<file path="src/rtl/core/acpe_pkg.sv">
// Package: cell types, configuration codes and colour helpers for the pixel expander.
`timescale 1ns / 1ps

package acpe_pkg;

    localparam int CFG_IDX_W = 1;

    localparam logic [CFG_IDX_W-1:0] CFG_OUTPUT_MODE   = 1'd0;
    localparam logic [CFG_IDX_W-1:0] CFG_CHANNEL_ORDER = 1'd1;

    localparam logic [7:0] LEVEL_NORMAL = 8'hCD;
    localparam logic [7:0] LEVEL_BRIGHT = 8'hFF;

    typedef struct packed {
        logic [7:0] bits;
        logic [3:0] ink;
        logic [3:0] paper;
    } t_cell;

    typedef struct packed {
        logic       colour_mode;
        logic       red_high;
    } t_cfg;

    function automatic logic [23:0] colour_rgb(input logic [3:0] idx, input logic red_high);
        logic [7:0] level;
        logic [7:0] blue;
        logic [7:0] red;
        logic [7:0] green;
        level = idx[3] ? LEVEL_BRIGHT : LEVEL_NORMAL;
        blue  = idx[0] ? level : 8'h00;
        red   = idx[1] ? level : 8'h00;
        green = idx[2] ? level : 8'h00;
        return red_high ? {red, green, blue} : {blue, green, red};
    endfunction

endpackage

</file>
<file path="src/rtl/core/acpe_pixel_fmt.sv">
// Formatter: builds one result word from a latched cell and a pixel position.
`timescale 1ns / 1ps

module acpe_pixel_fmt
    import acpe_pkg::*;
(
    input  t_cell       i_cell,
    input  logic [2:0]  i_pix,
    input  t_cfg        i_cfg,
    output logic [31:0] o_word
);

    logic [31:0] packed_word;
    logic        sel;

    always_comb begin
        for (int k = 0; k < 8; k++) begin
            packed_word[4*k +: 4] = i_cell.bits[7-k] ? i_cell.ink : i_cell.paper;
        end
    end

    assign sel = i_cell.bits[3'd7 - i_pix];

    always_comb begin
        if (i_cfg.colour_mode) begin
            o_word = {8'h00, colour_rgb(sel ? i_cell.ink : i_cell.paper, i_cfg.red_high)};
        end else begin
            o_word = packed_word;
        end
    end

endmodule

</file>
<file path="src/rtl/core/attribute_cell_pixel_expander.sv">
// Top level: attribute cell to pixel expander with cell register and result register.
// An accepted cell is latched in the cell register, then its first result in the result register.
// Throughput: packed mode takes a cell every cycle; colour mode stays busy until the last pixel,
// set by the single pixel formatter stepping one pixel per cycle out of the cell register.
// Results are strobed for one cycle each; the receiver cannot stall.
// Reset (synchronous, active low) clears both configuration registers and all strobes.
`timescale 1ns / 1ps

module attribute_cell_pixel_expander
    import acpe_pkg::*;
(
    input  logic                 i_clk,
    input  logic                 i_rst_n,
    input  logic                 i_cfg_we,
    input  logic [CFG_IDX_W-1:0] i_cfg_index,
    input  logic                 i_cfg_data,
    input  logic                 i_start,
    output logic                 o_busy,
    input  logic [7:0]           i_bitmap_byte,
    input  logic [7:0]           i_attribute_byte,
    output logic                 o_strobe,
    output logic [31:0]          o_pixel_word,
    output logic                 o_last
);

    t_cfg        r_cfg;
    t_cell       r_cell;
    logic        r_active;
    logic [2:0]  r_pix;
    logic        r_strobe;
    logic [31:0] r_word;
    logic        r_last;

    logic        accept;
    logic        cell_done;
    logic [31:0] fmt_word;

    assign cell_done = !r_cfg.colour_mode || (r_pix == 3'd7);
    assign o_busy    = r_active && !cell_done;
    assign accept    = i_start && !o_busy;

    acpe_pixel_fmt u_fmt (
        .i_cell (r_cell),
        .i_pix  (r_pix),
        .i_cfg  (r_cfg),
        .o_word (fmt_word)
    );

    always_ff @(posedge i_clk) begin
        if (!i_rst_n) begin
            r_cfg <= '0;
        end else if (i_cfg_we) begin
            case (i_cfg_index)
                CFG_OUTPUT_MODE:   r_cfg.colour_mode <= i_cfg_data;
                CFG_CHANNEL_ORDER: r_cfg.red_high    <= i_cfg_data;
                default: ;
            endcase
        end
    end

    always_ff @(posedge i_clk) begin
        if (!i_rst_n) begin
            r_active <= 1'b0;
            r_pix    <= 3'd0;
        end else if (accept) begin
            r_active <= 1'b1;
            r_pix    <= 3'd0;
        end else if (r_active) begin
            if (cell_done) begin
                r_active <= 1'b0;
            end else begin
                r_pix <= r_pix + 3'd1;
            end
        end
    end

    always_ff @(posedge i_clk) begin
        if (accept) begin
            r_cell.bits  <= i_bitmap_byte;
            r_cell.ink   <= {i_attribute_byte[6], i_attribute_byte[2:0]};
            r_cell.paper <= {i_attribute_byte[6], i_attribute_byte[5:3]};
        end
    end

    always_ff @(posedge i_clk) begin
        if (!i_rst_n) begin
            r_strobe <= 1'b0;
        end else begin
            r_strobe <= r_active;
        end
    end

    always_ff @(posedge i_clk) begin
        r_word <= fmt_word;
        r_last <= cell_done;
    end

    assign o_strobe     = r_strobe;
    assign o_pixel_word = r_word;
    assign o_last       = r_last;

`ifndef ASSERT_OFF
    a_accept_gives_beat: assert property (@(posedge i_clk) disable iff (!i_rst_n)
        (i_start && !o_busy) |-> ##2 o_strobe)
        else $error("accepted cell produced no result beat");

    a_busy_streams: assert property (@(posedge i_clk) disable iff (!i_rst_n)
        o_busy |=> o_strobe && !o_last)
        else $error("colour cell stream broke or ended early");

    a_packed_last: assert property (@(posedge i_clk) disable iff (!i_rst_n)
        (o_strobe && !r_cfg.colour_mode) |-> o_last)
        else $error("packed beat without last");

    a_colour_last_span: assert property (@(posedge i_clk) disable iff (!i_rst_n)
        (o_strobe && o_last && r_cfg.colour_mode) |-> $past(o_busy, 2))
        else $error("colour last beat not preceded by a busy cell");
`endif

endmodule

</file>
<file path="config.mk">
export PLATFORM = sky130hd
export DESIGN_NAME = attribute_cell_pixel_expander
export DESIGN_NICKNAME = d
export VERILOG_FILES = /design/src/rtl/core/acpe_pkg.sv /design/src/rtl/core/acpe_pixel_fmt.sv /design/src/rtl/core/attribute_cell_pixel_expander.sv
export SDC_FILE = /design/constraint.sdc
export NUM_CORES = 1
export LEC_CHECK = 0
export ABC_AREA = 0
export BUFFER_PORTS_ARGS = -buffer_cell sky130_fd_sc_hd__clkbuf_2
export CORE_MARGIN = 2
export CORE_UTILIZATION = 45
export DETAILED_ROUTE_END_ITERATION = 6
export GPL_ROUTABILITY_DRIVEN = 0
export PLACE_DENSITY = 0.67
export SYNTH_ARGS = -nofsm -noshare
export SYNTH_HDL_FRONTEND = slang
export SYNTH_SLANG_ARGS = --single-unit
</file>
<file path="constraint.sdc">
create_clock -name i_clk -period 3.3 [get_ports i_clk]
set_clock_uncertainty 0.2 [all_clocks]
set_input_delay 0.165 -clock i_clk [delete_from_list [all_inputs] [get_ports i_clk]]
set_output_delay 0.165 -clock i_clk [all_outputs]
set_load 0.01 [all_outputs]
</file>
==> results.yml, run 1 <==
route:
  ant_nets: 0
  firstDrtPassIters: 4
  drt_iter0_drc: 82
  route.detailed.drc: 0
  post_drt_wl_per_cell_um: 13.4
  viasPerCell: 5.04
  vias: 1488
  wirelength_um: 3960
die:
  floorplan.rows: 24
  die_area_um2: 5050
  io_pins: 57
  core_area_um2: 4350
  die_x_um: 71.1
  initial_core_util_pct: 46.5
  die_h_um: 71.1
critical_path:
  worstReg2RegStart: "r_cell[11]$_DFFE_PP_"
  cp-start-kind: "flip-flop"
  r2r_setup_slack_ns: 0.97
  crit_path_max_incr_delay_ns: 0.53
  crit_chain: "mux4_2 > mux2_4 > mux4_2 > o22ai_1"
  cp_slowest_cell: "mux4_2"
  rr_endpoint: "o_pixel_word[20]$_DFF_P_"
  arrival_ns: 2.35
  required_ns: 3.32
  path_max_fanout: 8
  critPathCaptureType: "flip-flop"
  crit_path_frequent_cell: "mux4_2"
  rr_worst_depth: 4
  setup.worst_path.class: "reg2reg"
synth:
  avgSynthCellArea_um2: 12.2
  post-synth-top-count-cell: "dfxtp_1"
  synth.area.mux_share_pct: 15.2
  syn_nets: 190
  synth_ff_type: "dfxtp_1"
  syn_area_um2: 2030
  synth_compound_area_share_pct: 10.9
  synth-simple-area-share_pct: 7.78
  yosysTopAreaCell: "dfxtp_1"
  synth_top_family_by_area: "multiplexers"
  synthXorXnorAreaFrac_pct: 0
  synth_fa_ha_area_share_pct: 1.24
  synthCells: 166
  yosysUniqueCellTypes: 25
  netlist.area_leader.share_pct: 39.5
  ys_top_cells_by_area: "dfxtp_1 40%, edfxtp_1 22%, mux2i_1 8.9%"
  yosysSeqAreaShare_pct: 61.8
  yosys_warnings: 0
  ys_top_cells_by_count: "40 x dfxtp_1, 18 x mux2i_1, 15 x edfxtp_1"
  synth_edf_count: 15
  async_reset_ff_share_pct: 0
  ys_ff_latch: 55
grt:
  grt_pass1_wl_um: 6380
  grt_max_degree: 36
  grt_pass1_vias: 1399
  groute.usage.overall_pct: 16.3
  overflow: 0
  antenna_found_initial: 0
power_and_ir_drop:
  p_per_area_nw_per_um2: 494
  p_leak_nw: 1.19
  vdd_ir_drop_max_v: 0.000321
sta:
  hold_viol_final: 0
  finalSetupViolations: 0
  maxSlewHeadroom_pct: 56.9
  fin_ws_ns: 0.965
  rsz0062_at_grt: "no"
  tightest_slew_ns: 0.646
  fmax_ghz: 0.428
  min_period_over_period_pct: 70.8
  slew_viol_final: 0
  layout_min_cycle_time_ns: 2.33
  setup-tns-final_ns: 0
finish:
  diodes: 0
  final_nets: 267
  drive_gt1_share_pct: 28.4
  fill_cells: 370
  fin_util_pct: 60.7
  syn_to_final_growth_pct: 30.5
  fin_cells: 295
clock_tree:
  cts_htree_levels: 2
  cts_setup_buffers: 0
  cts_tree: "built"
  cts.sinks: 55
  cts-buffers-inserted: 5
  clock_latency_ns: 0.30
  cts_buffer_depth: 2
  post_cts_resize_count: 0
  ctsRootBufferMaster: "clkbuf_8"
  path_clk_slew_ns: 0.09
run_status:
  status: "finished clean"
place:
  io_buffers: 55
  pre_cts_ws_ns: 0.991
  place_hpwl_um: 2660
  placed_cells: 266
hold_path:
  whs_endpoint: "o_strobe$_SDFF_PN0_"
  hp-class: "reg2reg"
  whs_path_depth: 1
  min_from: "r_active$_SDFF_PN0_"
run:
  cap_violations: 0
## per-layer routing
layer | global-route usage [%] | part of all wire (%)
met1 | 21.0 | 43
met5 | 0 | 0
met2 | 27.0 | 50
met4 | 5.03 | 1.3
met3 | 4.56 | 5.4
## final cells by class
type / instances / area, um2 / area share (%)
Sequential cell: 55 / 1250 / 47.3
Clock buffer: 7 / 80.1 / 3.03
Inverter: 9 / 33.8 / 1.28
Tap cell: 52 / 65.1 / 2.46
Timing Repair Buffer: 78 / 503 / 19.0
Multi-Input combinational cell: 94 / 711 / 26.9
## cell families (layout without fill, tap and decap cells)
kind of cell               after synthesis  after routing
AOI/OAI and AO/OA                       35             35
adders and majority gates                2              2
buffers and inverters                   17             94
DFF                                     55             55
muxes                                   25             25
and+or+nand+nor                         32             32
## flip-flops by register name, summed over array words and instances (netlist names)
register	count
o_strobe	1
r_cell	15
r_pix	3
o_pixel_word	32
o_last	1
r_cfg	2
r_active	1
## per-stage QoR
step	power [mW]	hold WS, ns	cell area, um2
2_1_floorplan	0.885	0.0639	2030
5_1_grt	1.37	0.291	2640
3_5_place_dp	0.959	0.144	2340
6_report	1.30	0.264	2640
3_3_place_gp	0.956	0.143	2340
4_1_cts	1.32	0.271	2640
## where the power goes
part,switching (mW),internal [mW],leakage [nW],total [mW]
clock network,0.188,0.155,0.0417,0.343
logic,0.0884,0.0925,0.669,0.181
registers,0.0318,0.749,0.482,0.781
total,0.308,0.997,1.19,1.30
## layout by cell type (no fill, tap or decap), drive strengths merged, types with 4 or more instances in the layout
cell          n
a21oi        11
dlygate4sd3  22
clkbuf       62
o21ai         4
edfxtp       15
nor2b         7
mux2i        18
a211oi        4
nand2         9
dfxtp        40
mux4          4
inv           9
o22ai         9
nor2          9
## worst max-delay path by stage
stage,start,endpoint,slack [ns],cells past startpoint
after floorplan,r_cell[8]$_DFFE_PP_,o_pixel_word[17]$_DFF_P_,1.15,4
after global placement,r_cell[11]$_DFFE_PP_,o_pixel_word[20]$_DFF_P_,1.00,4
after detailed placement,r_cell[11]$_DFFE_PP_,o_pixel_word[20]$_DFF_P_,0.99,4
after CTS,r_cell[15]$_DFFE_PP_,o_pixel_word[20]$_DFF_P_,0.96,4
after global routing,r_pix[0]$_SDFFE_PP0P_,o_pixel_word[20]$_DFF_P_,0.88,4
final,r_cell[11]$_DFFE_PP_,o_pixel_word[20]$_DFF_P_,0.97,4
## critical path: cells and delay by family (launching register included)
kind	cells	cell delay, ns
multiplexers	3	1.33
AO/OA/AOI/OAI	1	0.21
flip-flops	1	0.51
## repair_timing
item / 4_1_cts / 5_1_grt
setup endpoints to repair: 0 / 0
endpoints found under the hold margin: 22 / 0
hold buffers: 22 / 0
No activity file was read; power rests on OpenSTA's default activity.
==> run 2, diff against run 1 <==
Settings changed: PLACE_DENSITY 0.67 to 0.7.
Clock period 3.3 ns to 1.9 ns, I/O delays scaled along.
==> results.yml, run 2 (synthesized netlist as in run 1, its figures left out) <==
run:
  cap_violations: 0
critical_path:
  critPathCaptureType: "flip-flop"
  arrival_ns: 2.25
  cp-start-kind: "flip-flop"
  required_ns: 1.93
  setup.worst_path.class: "reg2reg"
  path_max_fanout: 8
grt:
  grt_max_degree: 23
  groute.usage.overall_pct: 18.0
  grt_pass1_vias: 1556
  antenna_found_initial: 0
  grt_pass1_wl_um: 7090
  overflow: 0
clock_tree:
  clock_latency_ns: 0.30
  cts_htree_levels: 2
  cts-buffers-inserted: 5
  cts_buffer_depth: 2
  path_clk_slew_ns: 0.09
  cts_tree: "built"
  ctsRootBufferMaster: "clkbuf_8"
  cts.sinks: 55
die:
  die_h_um: 71.1
  die_x_um: 71.1
  core_area_um2: 4350
  initial_core_util_pct: 46.5
  io_pins: 57
  floorplan.rows: 24
  die_area_um2: 5050
route:
  firstDrtPassIters: 4
  route.detailed.drc: 0
  vias: 1571
  post_drt_wl_per_cell_um: 14.2
  wl_met2_um: 2430
  top_layer: "met4"
  drt_iter0_drc: 90
  wirelength_um: 4540
  m1WireLength_um: 1860
  wl_met3_um: 203
  ant_nets: 0
  viasPerCell: 4.92
sta:
  setup-tns-final_ns: -6.22
  fin_ws_ns: -0.325
  finalSetupViolations: 24
  holdWs_ns: 0.275
  layout_min_cycle_time_ns: 2.23
  hold_viol_final: 0
  maxSlewHeadroom_pct: 76.7
  min_period_over_period_pct: 117
  fmax_ghz: 0.449
  slew_viol_final: 0
  tightest_slew_ns: 0.348
  rsz0062_at_grt: "yes"
finish:
  layout_commonest_cell: "clkbuf_2"
  layout_common_cells: "54 x clkbuf_2, 37 x dfxtp_1, 22 x dlygate4sd3_1"
  diodes: 0
  fill_cells: 311
  largest_reg_flops: 32
  drive_gt1_share_pct: 39.3
  fin_util_pct: 67.4
  final_nets: 290
  syn_to_final_growth_pct: 45.0
power_and_ir_drop:
  vdd_ir_drop_max_v: 0.000440
  p_per_area_nw_per_um2: 796
  p_leak_nw: 1.31
run_status:
  status: "complete, but fails checks"
  violations: "negative setup slack"
place:
  io_buffers: 55
  place_hpwl_um: 2860
  pre_cts_ws_ns: -0.276
hold_path:
  hp-class: "reg2reg"
run 2: timing repair:
| action | 4_1_cts | 5_1_grt |
|---|---|---|
| pin swaps | 6 | 1 |
| setup endpoints to repair | 25 | 41 |
| hold endpoints to repair | 22 | 0 |
| gates resized for setup | 13 | 11 |
| cloned | 0 | 1 |
| buffers inserted | 3 | 0 |
| hold buffers | 22 | 0 |
run 2: routing by layer:
metal	global-route usage (%)	vias up
met5	0	-
met4	5.03	0
met3	3.85	6
met2	32.8	44
met1	21.5	730
li1	-	791
run 2: layout make-up:
class | count | area (um2) | area share (%)
Sequential cell | 55 | 1250 | 42.7
Inverter | 9 | 38.8 | 1.32
Clock buffer | 7 | 76.3 | 2.60
Tap cell | 52 | 65.1 | 2.22
Clock inverter | 1 | 5.00 | 0.170
Multi-Input combinational cell | 94 | 769 | 26.2
Timing Repair Buffer | 101 | 727 | 24.8
run 2: where the power goes:
group / leakage [nW] / internal [mW] / switching, mW / total, mW
clock network: 0.0422 / 0.259 / 0.341 / 0.601
logic: 0.788 / 0.205 / 0.195 / 0.400
registers: 0.483 / 1.30 / 0.0366 / 1.34
total: 1.31 / 1.76 / 0.573 / 2.34
run 2: path summary, 6_finish.rpt:
check	startpoint	endpoint	slack (ns)	depth (start not counted)
worst max-delay path	r_cell[12]$_DFFE_PP_	o_pixel_word[2]$_DFF_P_	-0.33	4
worst min-delay path	r_active$_SDFF_PN0_	o_strobe$_SDFF_PN0_	0.27	1
worst max register to register	r_cell[12]$_DFFE_PP_	o_pixel_word[2]$_DFF_P_	-0.33	4
worst min register to register	r_active$_SDFF_PN0_	o_strobe$_SDFF_PN0_	0.27	1
run 2: critical path, cell delays in order, from the launching register on:
cell and delay, ns:
edfxtp_1 0.40, mux4_2 0.48, mux2_4 0.32, mux4_2 0.56, a21oi_2 0.19
run 2: metrics by stage:
stage | instances | area [um2] | power [mW]
3_5_place_dp | 285 | 2500 | 1.70
3_3_place_gp | 285 | 2500 | 1.70
4_1_cts | 318 | 2870 | 2.33
5_1_grt | 319 | 2940 | 2.44
2_1_floorplan | 166 | 2030 | 1.54
6_report | 319 | 2940 | 2.34
